File: src/hw/rtl/geohm_pkg.sv
// Shared types, constants and helpers for the geo-gated Hamming matcher.
package geohm_pkg;

  localparam int unsigned REF_DEPTH_DEF = 1024;
  localparam int unsigned FRAC_BITS_DEF = 8;

  localparam int unsigned COORD_W  = 24;
  localparam int unsigned DESC_W   = 256;
  localparam int unsigned WORD_W   = 64;
  localparam int unsigned RADIUS_W = 8;
  localparam int unsigned DIST_W   = 10;
  localparam int unsigned INDEX_W  = 10;
  localparam int unsigned COUNT_W  = 11;
  localparam int unsigned CFG_IDX_W = 3;

  localparam logic [DIST_W-1:0] NO_DIST        = 10'd1000;
  localparam logic [DIST_W-1:0] BOUND_SAME     = 10'd88;
  localparam logic [DIST_W-1:0] BOUND_OPPOSITE = 10'd80;
  localparam logic [4:0]        RATIO_DEN      = 5'd20;
  localparam logic [4:0]        RATIO_NUM      = 5'd7;

  // Register indexes of the configuration port
  typedef enum logic [CFG_IDX_W-1:0] {
    CFG_BOUND_X_MIN = 3'd0,
    CFG_BOUND_X_MAX = 3'd1,
    CFG_BOUND_Y_MIN = 3'd2,
    CFG_BOUND_Y_MAX = 3'd3,
    CFG_SEARCH_RADIUS = 3'd4,
    CFG_OPPOSITE_SIDE = 3'd5
  } cfg_idx_t;

  typedef enum logic [1:0] {
    OP_CLEAR = 2'd0,
    OP_LOAD  = 2'd1,
    OP_QUERY = 2'd2
  } op_t;

  typedef struct packed {
    logic signed [COORD_W-1:0] bound_x_min;
    logic signed [COORD_W-1:0] bound_x_max;
    logic signed [COORD_W-1:0] bound_y_min;
    logic signed [COORD_W-1:0] bound_y_max;
    logic [RADIUS_W-1:0]       search_radius;
    logic                      opposite_side;
  } cfg_t;

  // One classified item passed from the front to the back
  typedef struct packed {
    op_t                       op;
    logic signed [COORD_W-1:0] geo_x;
    logic signed [COORD_W-1:0] geo_y;
    logic [DESC_W-1:0]         desc;
  } item_t;

  typedef enum logic [1:0] {
    ST_IDLE   = 2'd0,
    ST_SCAN   = 2'd1,
    ST_FINISH = 2'd2
  } back_state_t;

  function automatic logic [6:0] popcount64(input logic [WORD_W-1:0] v);
    return 7'($countones(v));
  endfunction

endpackage

File: src/hw/rtl/geohm_if.sv
// Channel interfaces: input items, result items and configuration writes.
interface geohm_in_if;
  logic                                valid;
  logic                                ready;
  logic [1:0]                          operation;
  logic signed [geohm_pkg::COORD_W-1:0] geo_x;
  logic signed [geohm_pkg::COORD_W-1:0] geo_y;
  logic [geohm_pkg::WORD_W-1:0]        desc_word0;
  logic [geohm_pkg::WORD_W-1:0]        desc_word1;
  logic [geohm_pkg::WORD_W-1:0]        desc_word2;
  logic [geohm_pkg::WORD_W-1:0]        desc_word3;
  modport source (output valid, operation, geo_x, geo_y, desc_word0, desc_word1,
                  desc_word2, desc_word3, input ready);
  modport sink (input valid, operation, geo_x, geo_y, desc_word0, desc_word1,
                desc_word2, desc_word3, output ready);
endinterface


File: src/hw/rtl/geohm_front.sv
// Front end: accepts input transactions, classifies them and queues them for the back end.
module geohm_front (
  input  logic                clk,
  input  logic                rst_n,
  geohm_in_if.sink            in_ch,
  output logic                q_valid,
  output geohm_pkg::item_t    q_item,
  input  logic                q_pop
);

  geohm_pkg::item_t q_r [2];
  logic             wptr_r, rptr_r;
  logic [1:0]       cnt_r, cnt_nxt;
  logic             push;
  logic             known_op;
  geohm_pkg::item_t item;

  // Classify: unused operation code is dropped at the door
  always_comb begin
    item.op    = geohm_pkg::op_t'(in_ch.operation);
    item.geo_x = in_ch.geo_x;
    item.geo_y = in_ch.geo_y;
    item.desc  = {in_ch.desc_word3, in_ch.desc_word2, in_ch.desc_word1, in_ch.desc_word0};
    known_op   = (item.op == geohm_pkg::OP_CLEAR) || (item.op == geohm_pkg::OP_LOAD) ||
                 (item.op == geohm_pkg::OP_QUERY);
  end

  assign in_ch.ready = (cnt_r != 2'd2);
  assign push        = in_ch.valid && in_ch.ready && known_op;
  assign q_valid     = (cnt_r != 2'd0);
  assign q_item      = q_r[rptr_r];

  always_comb begin
    cnt_nxt = cnt_r;
    if (push && !(q_pop && q_valid)) begin
      cnt_nxt = cnt_r + 2'd1;
    end else if (!push && q_pop && q_valid) begin
      cnt_nxt = cnt_r - 2'd1;
    end
  end

  // Advance queue pointers
  always_ff @(posedge clk) begin
    if (!rst_n) begin
      wptr_r <= 1'b0;
      rptr_r <= 1'b0;
      cnt_r  <= 2'd0;
    end else begin
      cnt_r <= cnt_nxt;
      if (push) begin
        wptr_r <= ~wptr_r;
      end
      if (q_pop && q_valid) begin
        rptr_r <= ~rptr_r;
      end
    end
  end

  // Hold queued payload
  always_ff @(posedge clk) begin
    if (push) begin
      q_r[wptr_r] <= item;
    end
  end

endmodule

File: src/flat_wrapper.sv
// flat-port wrapper written by rule: the top's interface ports become plain ports
module geohm_front_flat 
  (clk, rst_n, q_valid, q_item, q_pop, in_ch_valid, in_ch_operation, in_ch_geo_x, in_ch_geo_y, in_ch_desc_word0, in_ch_desc_word1, in_ch_desc_word2, in_ch_desc_word3, in_ch_ready);
  geohm_in_if in_ch_i ();
  input  logic clk;
  input  logic rst_n;
  output logic q_valid;
  output geohm_pkg::item_t q_item;
  input  logic q_pop;
  input wire logic [$bits(in_ch_i.valid)-1:0] in_ch_valid;
  input wire logic [$bits(in_ch_i.operation)-1:0] in_ch_operation;
  input wire logic [$bits(in_ch_i.geo_x)-1:0] in_ch_geo_x;
  input wire logic [$bits(in_ch_i.geo_y)-1:0] in_ch_geo_y;
  input wire logic [$bits(in_ch_i.desc_word0)-1:0] in_ch_desc_word0;
  input wire logic [$bits(in_ch_i.desc_word1)-1:0] in_ch_desc_word1;
  input wire logic [$bits(in_ch_i.desc_word2)-1:0] in_ch_desc_word2;
  input wire logic [$bits(in_ch_i.desc_word3)-1:0] in_ch_desc_word3;
  output wire logic [$bits(in_ch_i.ready)-1:0] in_ch_ready;
  assign in_ch_i.valid = in_ch_valid;
  assign in_ch_i.operation = in_ch_operation;
  assign in_ch_i.geo_x = in_ch_geo_x;
  assign in_ch_i.geo_y = in_ch_geo_y;
  assign in_ch_i.desc_word0 = in_ch_desc_word0;
  assign in_ch_i.desc_word1 = in_ch_desc_word1;
  assign in_ch_i.desc_word2 = in_ch_desc_word2;
  assign in_ch_i.desc_word3 = in_ch_desc_word3;
  assign in_ch_ready = in_ch_i.ready;
  geohm_front u_core (.clk(clk), .rst_n(rst_n), .in_ch(in_ch_i), .q_valid(q_valid), .q_item(q_item), .q_pop(q_pop));
endmodule
File: config.mk
export PLATFORM = sky130hd
export DESIGN_NAME = geohm_front_flat
export DESIGN_NICKNAME = d
export VERILOG_FILES = /design/src/hw/rtl/geohm_pkg.sv /design/src/hw/rtl/geohm_if.sv /design/src/hw/rtl/geohm_front.sv /design/src/flat_wrapper.sv
export SDC_FILE = /design/constraint.sdc
export NUM_CORES = 1
export LEC_CHECK = 0
export BUFFER_PORTS_ARGS = -buffer_cell sky130_fd_sc_hd__clkbuf_2
export CORE_ASPECT_RATIO = 1.25
export CORE_UTILIZATION = 30
export DETAILED_ROUTE_END_ITERATION = 10
export PLACE_DENSITY = 0.59
export RECOVER_POWER = 100
export SLEW_MARGIN = 20
export SYNTH_ARGS = -nofsm -noshare
export SYNTH_HDL_FRONTEND = slang
export SYNTH_SLANG_ARGS = --single-unit
File: constraint.sdc
create_clock -name clk -period 49.8 [get_ports clk]
set_clock_uncertainty 0.1 [all_clocks]
set_input_delay 2.49 -clock clk [delete_from_list [all_inputs] [get_ports clk]]
set_output_delay 2.49 -clock clk [all_outputs]
set_load 0.01 [all_outputs]
==> run metrics, run 1 <==
status=finished, violations left; failing checks=capacitance limit, slew limit; final worst path period share=0.2397; Initial DRC Count=between 600 and 700; crit-path max cell delay=about 2400 ps; Tot GR Track Use=0.1268; async set-or-reset flop fraction in the synthesized netlist=0; global-route wire length before repair=75.42 mm; combinational power share=0.093; CTS Buf Count=60; pwr/cell area=between 40 and 50 nW/µm²; family with the most delay on the worst path=buffers and inverters; slowest cell on the critical path=clkbuf_1; Final setup viols=0; # hold bufs at CTS=0; Initial Util=0.3050; Adder-Cell Fraction of Synth Area=0; CP required=about 47000 ps; Final Hold Vio Count=0; Post-Syn Instances=just under 1000; CP Launch Type=flop; worst endpoint data arrival time=9350 ps; post-synthesis mux area share=0.1863; CTS root buffer=clkbuf_16; Synth Register Bits=between 600 and 700; std cell rows=113; Clk pwr share=0.386; H-tree levels=2; CP Buf/Inv Count=4; Die H=313.8 µm; YS warnings=0; Avg Cell Area, Syn=between 20 and 25 µm²; Slew headroom=-5.241; Vias/cell=about 4.2; register area share after synthesis=0.7920; Most used DFF post-synth=edfxtp_1; Highest Clock Rate=between 80 and 90 MHz; largest family of logic cells by synthesized area=multiplexers; Detailed Route WL=53.27 mm; post-route ant nets=0; Final Cell Area=roughly 28000 µm²; Synth Area in XOR/XNOR=0.0003754; flop2flop setup slack=between 40000 and 50000 ps; RSZ-0062 raised after global routing=no; Distinct cells, synth=25; Worst setup EP type=output pin; number of global-route vias before repair=12400; Vias=around 12000; WL per Instance=a little under 20 µm; Synth Area in Compound Gates=0.003379; Psw=0.2614 mW; worst r2r src=u_core.cnt_r[1]; first-pass iteration count of the detailed router=4; core box area=approximately 76000 µm²; DRC=0; clk slew on worst S/H paths=60 ps; endpoint of the most critical setup path=q_item[16]; sequential share of power=0.520; Worst-Skew Late Latency=roughly 600 ps; clk buf depth=3; area occupied by multi-input gates=about 3600 µm²; Cell Area, Synth=roughly 23000 µm²; Switching Share=0.2207; worst hold slack=409.1 ps; top cells by area, synth=edfxtp_1, mux2_4, mux2_2, buf_6, dfxtp_1; die area=just under 80000 µm²; Max Slew Vio Count=approximately 920; Slew @ Worst Pin=9361 ps; WS Path Type=reg2out; post-synth net total=between 1000 and 1500; # Max-Cap Violations=12; Clock Sinks=roughly 620; VDD IR-drop max=30.64 µV; Storage cell area=18480 µm²; Final nets=1946; TritonCTS clock tree=yes; post-DP HPWL=~37 mm; PostCTS Resize Cnt=0; crit path max fanout=62; share of the synthesized area in the top cell type=0.7877; area grow syn2layout=20.86%; setup TNS=0 ps; number of synthesized flops with an enable pin=between 600 and 700; leakage power=approximately 9.7 nW; Post-synth top cells=edfxtp_1, mux2_4, mux2_2; area post-placement=~27000 µm²; share of layout cells above drive strength 1=0.2926; worst r2r dst=u_core.q_r[1][15]; Levels on crit path=5; most frequent cell after synthesis=edfxtp_1; min-delay worst type=reg2reg; die width=approximately 250 µm; antenna violations before repair=9; Boundary Pins=a little over 600; critical path, cell by cell=clkbuf_1 -> clkbuf_1 -> clkbuf_1 -> mux2_2 -> clkbuf_1; final worst-path setup slack=about 38000 ps; Congestion Overflow GR=0; most frequent CP cell=clkbuf_1; post-synth top area cell=edfxtp_1; Port Buf Inserts=roughly 600; largest net degree at the start of global routing=between 150 and 200; Tot Pwr=between 1 and 1.5 mW; post-layout minimum cycle time=11940 ps; worst r2r path cells=4; GP Congestion=0.8538; postcts setup bufs=0; post-synthesis simple-gate area fraction=0.002789; Filler Cell Count=about 7400; worst slack at placement=43230 ps; Pint=0.9231 mW
[kinds of logic (layout without fill, tap and decap cells)]
logic type / after synthesis / count (layout)
buffers and inverters: 36 / 741
flip-flops: 617 / 617
multiplexers: 306 / 306
AO/OA/AOI/OAI: 8 / 8
XOR/XNOR: 1 / 1
other: 0 / 5
AND/OR/NAND/NOR: 12 / 12
[state kept, by name (all words and copies together) (netlist names), named ones only]
signal / count
u_core.cnt_r: 2
u_core.q_r: 612
u_core.rptr_r: 1
u_core.wptr_r: 1
[worst min-delay path: stages, from the launching register on]
cell and delay (ps):
dfxtp_1 320, xor2_1 80, nor2_1 80
[how the worst min path moves through the flow]
stage	start	to	slack, ps	depth (start not counted)
4_1_cts	u_core.rptr_r	u_core.rptr_r	410	2
6_report	u_core.rptr_r	u_core.rptr_r	410	2
3_3_place_gp	u_core.rptr_r	u_core.rptr_r	390	2
3_5_place_dp	u_core.rptr_r	u_core.rptr_r	390	2
5_1_grt	u_core.rptr_r	u_core.rptr_r	460	2
2_1_floorplan	u_core.rptr_r	flop	370	2
[layer usage]
metal,vias to the layer above,wire (µm),GRT usage
met4,4,1666,0.05127
met1,5745,19090,0.1318
met3,94,3985,0.04082
met2,440,28510,0.2337
li1,5257,-,-
met5,-,21,0
[power by group through the flow]
| stage | clock (mW) | combinational (mW) | sequential [mW] |
|---|---|---|---|
| 6_report | 0.458 | 0.110 | 0.617 |
| 5_1_grt | 0.489 | 0.119 | 0.619 |
| 3_5_place_dp | 0 | 0.136 | 0.622 |
| 4_1_cts | 0.472 | 0.136 | 0.611 |
| 2_1_floorplan | 0 | 0.0843 | 0.633 |
| 3_3_place_gp | 0 | 0.134 | 0.621 |
[placed cells by master, fill, tap and decap left out, drive strengths merged, types with 2 or more instances in the layout]
cell type  count
nand2          2
clkinvlp       3
mux2         306
nor2b          2
clkbuf       696
dfxtp          5
diode          5
bufinv         9
edfxtp       612
clkinv        27
a21boi         2
buf            3
nor2           3
inv            3
[layout make-up]
| cell class | instances | area share |
|---|---|---|
| Tap cell | 1035 | 0.04593 |
| Multi-Input combinational cell | 327 | 0.1289 |
| Sequential cell | 617 | 0.6553 |
| Timing Repair Buffer | 628 | 0.09869 |
| Inverter | 2 | 0.0002663 |
| Antenna cell | 5 | 0.0004438 |
| Clock inverter | 40 | 0.01500 |
| Clock buffer | 71 | 0.05547 |
[per-stage QoR]
stage / cells / util
final: 2725 / 0.3686
after CTS: 2719 / 0.3854
after global placement: 2608 / 0.3594
after detailed placement: 2608 / 0.3594
after global routing: 2725 / 0.3686
after floorplan: 980 / -
Power figures use the tool's default switching activity.
==> run 2, diff against run 1 <==
clock period = 12.1 ns   (was 49.8 ns; I/O delays follow)
==> run metrics, run 2 (synthesis gave the netlist of run 1 again) <==
status=finished, violations left; failing checks=capacitance limit, slew limit; crit path max fanout=138 (+120%); CTS root buffer=clkbuf_16; Hold Startpoint=in_ch_geo_x[12]; core box area=76490 µm² (unchanged); Filler Cell Count=7386 (+0.35%); critical path, cell by cell=nor2b_1 -> nor3_1 -> buf_12 -> clkbuf_1 -> clkbuf_1; CP Buf/Inv Count=3 (-1); Die H=313.8 µm (unchanged); worst r2r dst=u_core.q_r[0][300]; Max Slew Vio Count=424 (-54%); leakage power=9.679 nW (-0.29%); # Max-Cap Violations=8 (-4); Hold Path Sink=u_core.q_r[1][292]; Storage cell area=18480 µm² (unchanged); die area=78890 µm² (unchanged); Tot GR Track Use=0.1229 (-0.003816); setup TNS=0 ps (unchanged); family with the most delay on the worst path=buffers and inverters; min-delay worst type=in2reg; number of flip-flops in the largest register=612 (unchanged); area occupied by multi-input gates=3608 µm² (-0.69%); Detailed Route WL=51.84 mm (-2.7%); Worst-Skew Late Latency=600 ps (about the same); largest net degree at the start of global routing=139 (-13%); WS Path Type=reg2reg; Congestion Overflow GR=0 (unchanged); Final Cell Area=28140 µm² (-0.21%); slowest cell on the critical path=clkbuf_1; Vias=11510 (-0.23%); DRC=0 (unchanged); Tot Pwr=4.778 mW (+300%); TritonCTS clock tree=yes; CP Launch Type=flop; Final nets=1946 (unchanged); Slew headroom=-1.714 (+3.527); post-layout minimum cycle time=around 7400 ps; final worst path period share=0.6093; post-route ant nets=0 (unchanged); Final Util=0.3679 (-0.0007690); number of global-route vias before repair=12100 (-2.4%); Highest Clock Rate=between 100 and 150 MHz; Final setup viols=0 (unchanged); VDD IR-drop max=122.4 µV (+300%); Final Hold Vio Count=0 (unchanged); Final Non-Filler Cells=2723 (-0.073%); first-pass iteration count of the detailed router=6 (+2); Boundary Pins=618 (unchanged); flop2flop setup slack=4730 ps (-36270 ps); Initial DRC Count=376 (-41%); area grow syn2layout=20.61%; # hold bufs at CTS=0 (unchanged); die width=251.4 µm (unchanged); commonest non-fill, non-tap cell in the layout=edfxtp_1; largest register by flop count=u_core.q_r; Port Buf Inserts=617 (unchanged); antenna violations before repair=11 (+2); worst r2r path cells=5 (+1); Min-Delay Path Depth=1 (-1); Worst setup EP type=flop; most frequent CP cell=clkbuf_1; area post-placement=27510 µm² (about the same); global-route wire length before repair=73.51 mm (-2.5%); std cell rows=113 (unchanged); worst endpoint data arrival time=7400 ps (-1950 ps); Cells after DPL=2609 (+0.038%); crit-path max cell delay=2760 ps (+400 ps); CTS Buf Count=60 (unchanged); WL per Instance=19.04 µm (-2.6%); Vias/cell=4.228 (-0.16%); worst r2r src=u_core.cnt_r[1]; share of layout cells above drive strength 1=0.2968 (+0.004266); pwr/cell area=169.8 nW/µm² (+300%); CP required=12130 ps (-35080 ps); clk slew on worst S/H paths=60 ps (about the same); RSZ-0062 raised after global routing=no; Clock Sinks=617 (unchanged); Initial Util=0.3050 (unchanged); most frequent cells in the layout=edfxtp_1, clkbuf_2, clkbuf_1; Largest regs=u_core.q_r (612), u_core.cnt_r (2); PostCTS Resize Cnt=0 (unchanged); clk buf depth=3 (unchanged); Slew @ Worst Pin=4071 ps (-5290 ps); GP Congestion=0.7835 (-8.2%); post-DP HPWL=35.49 mm (-4.3%); H-tree levels=2 (unchanged); postcts setup bufs=0 (unchanged)
## run 2: routing by layer
layer  share of wire  track usage  up-vias
li1                -            -     5248
met1            0.37       0.1285     5717
met2            0.52       0.2255      442
met3           0.076      0.03701      100
met4           0.034      0.05474        6
met5         0.00079            0        -
## run 2: worst max path at each step
| stage | startpoint | slack [ps] | cells after the start | end |
|---|---|---|---|---|
| global route | u_core.cnt_r[1] | 3940 | 5 | u_core.q_r[0][210] |
| detailed placement | flop | 7530 | 5 | q_item[12] |
| CTS | flop | 6840 | 5 | q_item[12] |
| global placement | flop | 7620 | 5 | q_item[26] |
| finish | u_core.cnt_r[1] | 4730 | 5 | u_core.q_r[0][300] |
| floorplan | in_ch_valid | 3420 | 2 | u_core.q_r[1][0] |
## run 2: area by class of cell
class                      instances  share of cell area
clock buffer                      70             0.05545
multi-input combinational        327              0.1282
antenna                            7           0.0006226
tap                             1035             0.04602
inverter                           2           0.0002668
sequential                       617              0.6567
timing repair buffer             628              0.1009
clock inverter                    37             0.01178
## run 2: metrics by stage
stage	hold slack [ps]	setup slack, ps
CTS	26.14	6842
floorplan	372.5	3416
finish	84.30	4728
global route	33.80	3941
detailed placement	392.7	7530
global placement	386.6	7624
## run 2: worst reg2reg max path, stage by stage (launching register included)
cell	delay (ps)
dfxtp_1	350
nor2b_1	200
nor3_1	390
buf_12	520
clkbuf_1	2480
clkbuf_1	2770
## run 2: where the power goes
part           switching [mW]  leakage (nW)  internal, mW
clock network           0.768         0.931          1.04
logic                   0.276          3.04         0.183
registers              0.0275          5.71          2.48
total                    1.07          9.68          3.71
